<file path="src/sv/tlsm_pkg.sv">
// Shared constants, request codes and control types of the two-list selection merge unit.
`default_nettype none

package tlsm_pkg;

    localparam int LIST_DEPTH_DEF = 32;
    localparam int DATA_W         = 32;
    localparam int REQ_W          = 2;

    typedef enum logic [REQ_W-1:0] {
        REQ_LOAD_A = 2'd0,
        REQ_LOAD_B = 2'd1,
        REQ_RUN    = 2'd2
    } t_req;

    typedef struct packed {
        logic clear;
        logic sample_vld;
        logic sample_b;
    } t_scan_ctl;

endpackage

`default_nettype wire

</file>
<file path="src/sv/tlsm_list_mem.sv">
// Storage for both lists: one write port, one registered read port.
`default_nettype none

module tlsm_list_mem #(
    parameter int ADDR_W = 6
) (
    input  wire logic                        i_clk,
    input  wire logic                        i_wr_en,
    input  wire logic [ADDR_W-1:0]           i_wr_addr,
    input  wire logic [tlsm_pkg::DATA_W-1:0] i_wr_data,
    input  wire logic                        i_rd_en,
    input  wire logic [ADDR_W-1:0]           i_rd_addr,
    output logic      [tlsm_pkg::DATA_W-1:0] o_rd_data
);
    import tlsm_pkg::*;

    localparam int ENTRIES = 1 << ADDR_W;

    logic [DATA_W-1:0] r_mem [0:ENTRIES-1];
    logic [DATA_W-1:0] r_rd_data;

    always_ff @(posedge i_clk) begin
        if (i_wr_en) begin
            r_mem[i_wr_addr] <= i_wr_data;
        end
        if (i_rd_en) begin
            r_rd_data <= r_mem[i_rd_addr];
        end
    end

    assign o_rd_data = r_rd_data;

endmodule

`default_nettype wire

</file>
<file path="src/sv/tlsm_min_unit.sv">
// Shared signed compare unit that keeps the smallest sample seen in the current scan.
`default_nettype none

module tlsm_min_unit #(
    parameter int IDX_W = 5
) (
    input  wire logic                        i_clk,
    input  wire logic                        i_rst_n,
    input  wire tlsm_pkg::t_scan_ctl         i_ctl,
    input  wire logic [IDX_W-1:0]            i_sample_idx,
    input  wire logic [tlsm_pkg::DATA_W-1:0] i_sample_data,
    output logic                             o_best_vld,
    output logic                             o_best_b,
    output logic      [IDX_W-1:0]            o_best_idx,
    output logic      [tlsm_pkg::DATA_W-1:0] o_best_data
);
    import tlsm_pkg::*;

    logic              r_best_vld;
    logic              r_best_b;
    logic [IDX_W-1:0]  r_best_idx;
    logic [DATA_W-1:0] r_best_data;
    logic              w_take;

    // Strictly smaller replaces, so the earliest scanned entry wins a tie.
    assign w_take = i_ctl.sample_vld &&
                    (!r_best_vld || ($signed(i_sample_data) < $signed(r_best_data)));

    always_ff @(posedge i_clk) begin
        if (!i_rst_n) begin
            r_best_vld <= 1'b0;
        end else if (i_ctl.clear) begin
            r_best_vld <= 1'b0;
        end else if (w_take) begin
            r_best_vld <= 1'b1;
        end
    end

    always_ff @(posedge i_clk) begin
        if (!i_ctl.clear && w_take) begin
            r_best_b    <= i_ctl.sample_b;
            r_best_idx  <= i_sample_idx;
            r_best_data <= i_sample_data;
        end
    end

    assign o_best_vld  = r_best_vld;
    assign o_best_b    = r_best_b;
    assign o_best_idx  = r_best_idx;
    assign o_best_data = r_best_data;

endmodule

`default_nettype wire

</file>
<file path="src/sv/two_list_selection_merge_unit.sv">
// Top level of the two-list selection merge unit: sequencer, counts, used flags, output register.
// A load transfer gives no result.
// A run gives count_a + count_b results; each is found by one memory read per stored
// entry through the single read port, then the compare drain state and the emit state.
// Reset (synchronous, active low) empties both lists, clears the used flags and the
// output register; the list storage itself is not cleared.
`default_nettype none

module two_list_selection_merge_unit #(
    parameter int LIST_DEPTH = tlsm_pkg::LIST_DEPTH_DEF
) (
    input  wire logic                               i_clk,
    input  wire logic                               i_rst_n,
    // Slave side
    input  wire logic                               s_axis_tvalid,
    output logic                                    s_axis_tready,
    input  wire logic signed [tlsm_pkg::DATA_W-1:0] s_axis_tdata,  // [31:0] value
    input  wire logic        [tlsm_pkg::REQ_W-1:0]  s_axis_tuser,  // [1:0] req_type
    // Master side
    output logic                                    m_axis_tvalid,
    input  wire logic                               m_axis_tready,
    output logic signed      [tlsm_pkg::DATA_W-1:0] m_axis_tdata,  // [31:0] value_out
    output logic                                    m_axis_tuser,  // [0] from_b
    output logic                                    m_axis_tlast   // last result of a run
);
    import tlsm_pkg::*;

    // Index into one list, count of one list (0..LIST_DEPTH), results left in a run.
    localparam int IDX_W  = (LIST_DEPTH > 1) ? $clog2(LIST_DEPTH) : 1;
    localparam int CNT_W  = $clog2(LIST_DEPTH + 1);
    localparam int LEFT_W = CNT_W + 1;
    localparam int ADDR_W = IDX_W + 1;

    typedef enum logic [1:0] {
        S_IDLE,
        S_SCAN,
        S_DRAIN,
        S_EMIT
    } t_state;

    t_state              r_state;
    logic [CNT_W-1:0]    r_cnt_a;
    logic [CNT_W-1:0]    r_cnt_b;
    logic [LIST_DEPTH-1:0] r_used_a;
    logic [LIST_DEPTH-1:0] r_used_b;
    logic [LEFT_W-1:0]   r_left;
    logic                r_scan_b;
    logic [IDX_W-1:0]    r_scan_idx;
    logic                r_rd_vld;
    logic                r_rd_b;
    logic [IDX_W-1:0]    r_rd_idx;
    logic                r_out_vld;
    logic [DATA_W-1:0]   r_out_data;
    logic                r_out_b;
    logic                r_out_last;

    logic                w_in_xfer;
    logic                w_out_free;
    logic                w_room_a;
    logic                w_room_b;
    logic                w_wr_en;
    logic [ADDR_W-1:0]   w_wr_addr;
    logic [LEFT_W-1:0]   w_total;
    logic                w_end_a;
    logic                w_end_b;
    logic                w_emit;
    logic                w_start_scan;
    logic                w_sample_used;
    logic [DATA_W-1:0]   w_rd_data;
    t_scan_ctl           w_ctl;
    logic                w_best_vld;
    logic                w_best_b;
    logic [IDX_W-1:0]    w_best_idx;
    logic [DATA_W-1:0]   w_best_data;

    // The block only takes transfers while no run is in progress.
    assign s_axis_tready = (r_state == S_IDLE);
    assign w_in_xfer     = s_axis_tvalid && s_axis_tready;
    assign w_out_free    = !r_out_vld || m_axis_tready;

    assign w_room_a  = (r_cnt_a < CNT_W'(LIST_DEPTH));
    assign w_room_b  = (r_cnt_b < CNT_W'(LIST_DEPTH));
    assign w_total   = LEFT_W'(r_cnt_a) + LEFT_W'(r_cnt_b);

    // Loads into a full list are dropped silently.
    always_comb begin
        w_wr_en   = 1'b0;
        w_wr_addr = {1'b0, r_cnt_a[IDX_W-1:0]};
        if (w_in_xfer) begin
            case (t_req'(s_axis_tuser))
                REQ_LOAD_A: begin
                    w_wr_en   = w_room_a;
                    w_wr_addr = {1'b0, r_cnt_a[IDX_W-1:0]};
                end
                REQ_LOAD_B: begin
                    w_wr_en   = w_room_b;
                    w_wr_addr = {1'b1, r_cnt_b[IDX_W-1:0]};
                end
                default: begin
                    w_wr_en = 1'b0;
                end
            endcase
        end
    end

    // The scan walks list A from index 0, then list B from index 0.
    assign w_end_a = (CNT_W'(r_scan_idx) + CNT_W'(1)) == r_cnt_a;
    assign w_end_b = (CNT_W'(r_scan_idx) + CNT_W'(1)) == r_cnt_b;

    assign w_emit       = (r_state == S_EMIT) && w_out_free;
    assign w_start_scan = (w_in_xfer && (t_req'(s_axis_tuser) == REQ_RUN) && (w_total != '0))
                       || (w_emit && (r_left != LEFT_W'(1)));

    // An entry already emitted in this run is not offered to the compare unit.
    assign w_sample_used = r_rd_b ? r_used_b[r_rd_idx] : r_used_a[r_rd_idx];

    assign w_ctl.clear      = w_start_scan;
    assign w_ctl.sample_vld = r_rd_vld && !w_sample_used;
    assign w_ctl.sample_b   = r_rd_b;

    tlsm_list_mem #(
        .ADDR_W (ADDR_W)
    ) u_mem (
        .i_clk     (i_clk),
        .i_wr_en   (w_wr_en),
        .i_wr_addr (w_wr_addr),
        .i_wr_data (s_axis_tdata),
        .i_rd_en   (r_state == S_SCAN),
        .i_rd_addr ({r_scan_b, r_scan_idx}),
        .o_rd_data (w_rd_data)
    );

    tlsm_min_unit #(
        .IDX_W (IDX_W)
    ) u_min (
        .i_clk         (i_clk),
        .i_rst_n       (i_rst_n),
        .i_ctl         (w_ctl),
        .i_sample_idx  (r_rd_idx),
        .i_sample_data (w_rd_data),
        .o_best_vld    (w_best_vld),
        .o_best_b      (w_best_b),
        .o_best_idx    (w_best_idx),
        .o_best_data   (w_best_data)
    );

    always_ff @(posedge i_clk) begin
        if (!i_rst_n) begin
            r_state   <= S_IDLE;
            r_cnt_a   <= '0;
            r_cnt_b   <= '0;
            r_used_a  <= '0;
            r_used_b  <= '0;
            r_rd_vld  <= 1'b0;
            r_out_vld <= 1'b0;
        end else begin
            r_rd_vld <= (r_state == S_SCAN);
            r_rd_b   <= r_scan_b;
            r_rd_idx <= r_scan_idx;
            // The output register empties on a taken transfer unless a new result refills it.
            if (m_axis_tready && !w_emit) begin
                r_out_vld <= 1'b0;
            end
            case (r_state)
                S_IDLE: begin
                    if (w_in_xfer) begin
                        case (t_req'(s_axis_tuser))
                            REQ_LOAD_A: begin
                                if (w_room_a) begin
                                    r_cnt_a <= r_cnt_a + CNT_W'(1);
                                end
                            end
                            REQ_LOAD_B: begin
                                if (w_room_b) begin
                                    r_cnt_b <= r_cnt_b + CNT_W'(1);
                                end
                            end
                            REQ_RUN: begin
                                // A run with both lists empty changes nothing.
                                if (w_total != '0) begin
                                    r_left     <= w_total;
                                    r_used_a   <= '0;
                                    r_used_b   <= '0;
                                    r_scan_b   <= (r_cnt_a == '0);
                                    r_scan_idx <= '0;
                                    r_state    <= S_SCAN;
                                end
                            end
                            default: begin
                                r_state <= S_IDLE;
                            end
                        endcase
                    end
                end
                S_SCAN: begin
                    if (!r_scan_b) begin
                        if (w_end_a) begin
                            if (r_cnt_b != '0) begin
                                r_scan_b   <= 1'b1;
                                r_scan_idx <= '0;
                            end else begin
                                r_state <= S_DRAIN;
                            end
                        end else begin
                            r_scan_idx <= r_scan_idx + IDX_W'(1);
                        end
                    end else begin
                        if (w_end_b) begin
                            r_state <= S_DRAIN;
                        end else begin
                            r_scan_idx <= r_scan_idx + IDX_W'(1);
                        end
                    end
                end
                S_DRAIN: begin
                    r_state <= S_EMIT;
                end
                S_EMIT: begin
                    if (w_out_free) begin
                        r_out_vld  <= 1'b1;
                        r_out_data <= w_best_data;
                        r_out_b    <= w_best_b;
                        r_out_last <= (r_left == LEFT_W'(1));
                        r_left     <= r_left - LEFT_W'(1);
                        if (r_left == LEFT_W'(1)) begin
                            // Run complete: both lists are emptied.
                            r_cnt_a  <= '0;
                            r_cnt_b  <= '0;
                            r_used_a <= '0;
                            r_used_b <= '0;
                            r_state  <= S_IDLE;
                        end else begin
                            if (w_best_b) begin
                                r_used_b[w_best_idx] <= 1'b1;
                            end else begin
                                r_used_a[w_best_idx] <= 1'b1;
                            end
                            r_scan_b   <= (r_cnt_a == '0);
                            r_scan_idx <= '0;
                            r_state    <= S_SCAN;
                        end
                    end
                end
                default: begin
                    r_state <= S_IDLE;
                end
            endcase
        end
    end

    assign m_axis_tvalid = r_out_vld;
    assign m_axis_tdata  = r_out_data;
    assign m_axis_tuser  = r_out_b;
    assign m_axis_tlast  = r_out_last;

`ifndef SYNTH
    a_cnt_bound: assert property (@(posedge i_clk) disable iff (!i_rst_n)
        (r_cnt_a <= CNT_W'(LIST_DEPTH)) && (r_cnt_b <= CNT_W'(LIST_DEPTH)))
        else $error("list count above depth");

    a_left_bound: assert property (@(posedge i_clk) disable iff (!i_rst_n)
        (r_state != S_IDLE) |-> ((r_left != '0) && (r_left <= w_total)))
        else $error("results left out of range during run");

    a_best_ready: assert property (@(posedge i_clk) disable iff (!i_rst_n)
        (r_state == S_EMIT) |-> w_best_vld)
        else $error("no candidate found at emit");

    a_best_unused: assert property (@(posedge i_clk) disable iff (!i_rst_n)
        (r_state == S_EMIT) |->
            !(w_best_b ? r_used_b[w_best_idx] : r_used_a[w_best_idx]))
        else $error("candidate already emitted in this run");

    a_run_clears: assert property (@(posedge i_clk) disable iff (!i_rst_n)
        (w_emit && (r_left == LEFT_W'(1))) |=>
            ((r_cnt_a == '0) && (r_cnt_b == '0) && (r_state == S_IDLE)))
        else $error("lists not emptied after final result");
`endif

endmodule

`default_nettype wire

</file>
<file path="config.mk">
export PLATFORM = sky130hd
export DESIGN_NAME = two_list_selection_merge_unit
export DESIGN_NICKNAME = d
export VERILOG_FILES = /design/src/sv/tlsm_pkg.sv /design/src/sv/tlsm_list_mem.sv /design/src/sv/tlsm_min_unit.sv /design/src/sv/two_list_selection_merge_unit.sv
export SDC_FILE = /design/constraint.sdc
export NUM_CORES = 2
export LEC_CHECK = 0
export BUFFER_PORTS_ARGS = -buffer_cell sky130_fd_sc_hd__buf_4
export CORE_MARGIN = 3
export CORE_UTILIZATION = 68
export CTS_CLUSTER_SIZE = 30
export DETAILED_ROUTE_END_ITERATION = 10
export MAX_ROUTING_LAYER = met4
export PLACE_DENSITY = 0.83
export RECOVER_POWER = 100
export SYNTH_ARGS = -nofsm -noshare
export SYNTH_HDL_FRONTEND = slang
export SYNTH_SLANG_ARGS = --single-unit
export TNS_END_PERCENT = 30
</file>
<file path="constraint.sdc">
create_clock -name i_clk -period 7.17 [get_ports i_clk]
set_input_delay 0.717 -clock i_clk [delete_from_list [all_inputs] [get_ports i_clk]]
set_output_delay 0.717 -clock i_clk [all_outputs]
set_load 0.01 [all_outputs]
</file>
==> impl_metrics.env <==
export IMPL_max_slew_margin_rel_pct=-192
export IMPL_worstPathArrival_ns=6.47
export IMPL_wl_um=245000
export IMPL_critPathMaxStageDelay_ns=1.89
export IMPL_fmax_mhz=167
export IMPL_clock_sinks=2252
export IMPL_async_reset_ff_share_pct=0
export IMPL_setup_violations=0
export IMPL_place_hpwl_um=132000
export IMPL_synth_area_um2=87900
export IMPL_first_global_vias=47400
export IMPL_holdBufCountCts=0
export IMPL_gp_congestion=0.916
export IMPL_violations="capacitance limit, slew limit"
export IMPL_fin_worst_skew_ns=0.0491
export IMPL_final_hold_violation_count=0
export IMPL_rsz0062_at_grt="no"
export IMPL_cts_max_level=4
export IMPL_critPathKind="reg -> reg"
export IMPL_root_buffer="clkbuf_16"
export IMPL_p_comb_share_pct=2.9
export IMPL_numCtsBuffers=207
export IMPL_status="finished with violations"
export IMPL_grt_first_pass_wirelength_um=345000
export IMPL_p_seq_share_pct=55.2
export IMPL_syn_inst=4616
export IMPL_synth_distinct_cells=71
export IMPL_synth_edff_count=2171
export IMPL_die_w_um=366
export IMPL_final_area_um2=96900
export IMPL_io_pins=74
export IMPL_drt_vias_per_instance=7.42
export IMPL_placed_area_um2=90600
export IMPL_final_cells=6631
export IMPL_yosysWarnings=0
export IMPL_critPathTopFamily="simple AND/OR/NAND/NOR gates"
export IMPL_worstMarginPinSlew_ns=4.37
export IMPL_grt_max_degree=130
export IMPL_antenna_found_initial=24
export IMPL_synth_top_area_share_pct=74.2
export IMPL_fin_util_pct=75.7
export IMPL_areaGrowthSynthToFinish_pct=10.2
export IMPL_place_inst=6225
export IMPL_wl_per_cell_um=37.0
export IMPL_finalMaxSlewViolations=3295
export IMPL_die_h_um=366
export IMPL_period_minus_slack_ns=5.99
export IMPL_drt_pass1_iterations=7
export IMPL_worstSkewPairLatency_ns=0.86
export IMPL_synth_area_top_cells="edfxtp_1 74%, mux4_2 8.6%, mux2i_1 4.1%, dfxtp_1 1.8%, a21oi_1 1.8%"
export IMPL_fin_crit_sh_pct=83.5
export IMPL_dieArea_um2=134000
export IMPL_yosys_area_top_type="edfxtp_1"
export IMPL_fillCellCount=6412
export IMPL_core_um2=128000
export IMPL_cp_required_ns=7.65
export IMPL_cpMostUsedCell="nand2_1"
export IMPL_drc=0
export IMPL_p_switching_uw=5490
export IMPL_cts_buffer_depth=3
export IMPL_cp_max_fo=22
export IMPL_placementRows=131
export IMPL_clk_pin_slew_ns=0.06
export IMPL_finalNetCount=4792
export IMPL_cts_setup_buffers=0
export IMPL_final_setup_tns_ns=0
export IMPL_gr_total_overflow=0
export IMPL_ant_nets=0
export IMPL_critical_path_slowest_cell="nor2_1"
export IMPL_cts_tree="done"
export IMPL_ir_drop_uv=247
export IMPL_leakage_uw=0.0312
export IMPL_synth_seq_cells=2252
export IMPL_drv_cap=75
export IMPL_p_int_uw=20800
export IMPL_hold_class="in -> reg"
export IMPL_ctsResizeCount=0
export IMPL_initialDrtViolationCount=8633
export IMPL_power_density_nw_per_um2=272
export IMPL_syn_num_nets=4703
export IMPL_switching_share_pct=20.9
export IMPL_grt_usage_pct=38.3
export IMPL_initial_core_util_pct=68.7
export IMPL_crit_chain="inv_1 > ha_1 > nand2_1 > or3_1 > a21oi_1 > nor3b_1 > nand2_1 > clkbuf_1 > nor2_1 > buf_4"
export IMPL_portBuffers=73
export IMPL_crit_buf_inv=3
export IMPL_total_power_uw=26300
export IMPL_critPathCaptureType="register"
export IMPL_yosys_most_used_dff="edfxtp_1"
export IMPL_syn_area_per_cell_um2=19.0
export IMPL_synth_most_common_cell="edfxtp_1"
export IMPL_crit_path_start_kind="register"
export IMPL_clockPowerShare_pct=41.9
export IMPL_yosysSeqAreaShare_pct=76.0
export IMPL_drive_above_1_share_pct=17.7
export IMPL_vias=49200
export IMPL_synth_commonest_cells="2171 x edfxtp_1, 359 x mux2i_1, 337 x mux4_2"
cell families after synthesis:
| family | synth area share (%) |
|---|---|
| flops | 76.0 |
| mux | 14.2 |
| compound gates | 5.16 |
| simple gates | 2.16 |
| buf+inv | 1.42 |
| fa+ha+maj | 0.706 |
| xor+xnor | 0.282 |
through the flow:
stage	hold slack [ns]	setup WS [ns]
global route	0.260	1.07
CTS	0.217	2.27
detailed placement	0.434	2.40
finish	0.238	1.18
floorplan	0.417	3.34
global placement	0.433	2.39
metal layers:
layer,vias up,GRT usage [%],wire (µm)
met1,24700,49.2,80100
met5,-,-,0
met4,0,18.9,15700
li1,19100,-,-
met2,4558,55.7,112000
met3,907,12.9,37600
registers in the layout, summed over array words and instances (netlist names), 7 cells and up:
register	count
u_min.o_best_data	32
r_used_b	32
u_mem.r_mem	2048
u_mem.o_rd_data	32
r_used_a	32
r_left	7
m_axis_tdata	32
area by class of cell:
type | count | area, µm² | area share (%)
well taps | 1729 | 2160 | 2.23
repair buffers | 129 | 815 | 0.841
clock buffers | 250 | 5450 | 5.62
clock inverters | 135 | 1250 | 1.29
inverters | 53 | 199 | 0.205
multi-input cells | 2062 | 20100 | 20.8
flip-flops and latches | 2252 | 66800 | 69.0
diodes | 21 | 52.6 | 0.0542
layout by cell type (no fill, tap or decap), types with 7 or more instances in the layout:
cell and n:
nor2b_1 7, o221ai_1 116, mux2_2 119, buf_12 12, xnor2_1 11, nand3_1 14
nor4_1 8, dfxtp_1 81, or3_1 7, inv_1 52, o21ai_0 134, a21oi_1 316
nor2_2 19, nor3_1 12, clkbuf_16 211, clkinv_1 55, mux2i_1 359, ha_1 48
clkinv_2 39, o22ai_1 117, xor2_1 12, nand4_1 7, inv_6 8, clkinvlp_4 7
nand2b_1 8, clkbuf_1 118, edfxtp_1 2171, nor2_1 111, a211oi_1 7, diode_2 21
nor2_4 40, bufinv_16 21, nand2_1 158, buf_4 36, mux4_2 337, a21o_1 11
power groups by stage:
stage	clock, µW	sequential [µW]	combinational [µW]
after floorplan	0	14700	311
after CTS	11000	14500	747
after detailed placement	0	14800	730
final	11000	14500	764
after global placement	0	14700	704
after global routing	11500	14500	776
worst paths after layout:
check	from	to	slack [ns]	depth (start not counted)
min reg2reg	u_min.o_best_data[11]	m_axis_tdata[11]	0.45	0
min	m_axis_tready	m_axis_tvalid	0.24	4
max reg2reg	r_state[0]	u_mem.r_mem[24][8]	1.18	10
max	r_state[0]	u_mem.r_mem[24][8]	1.18	10
worst min-delay path, delay by kind of cell:
| family | cells | cell delay, ns |
|---|---|---|
| simple gates | 3 | 0.22 |
| buf+inv | 1 | 0.08 |
Power figures use the tool's default switching activity.
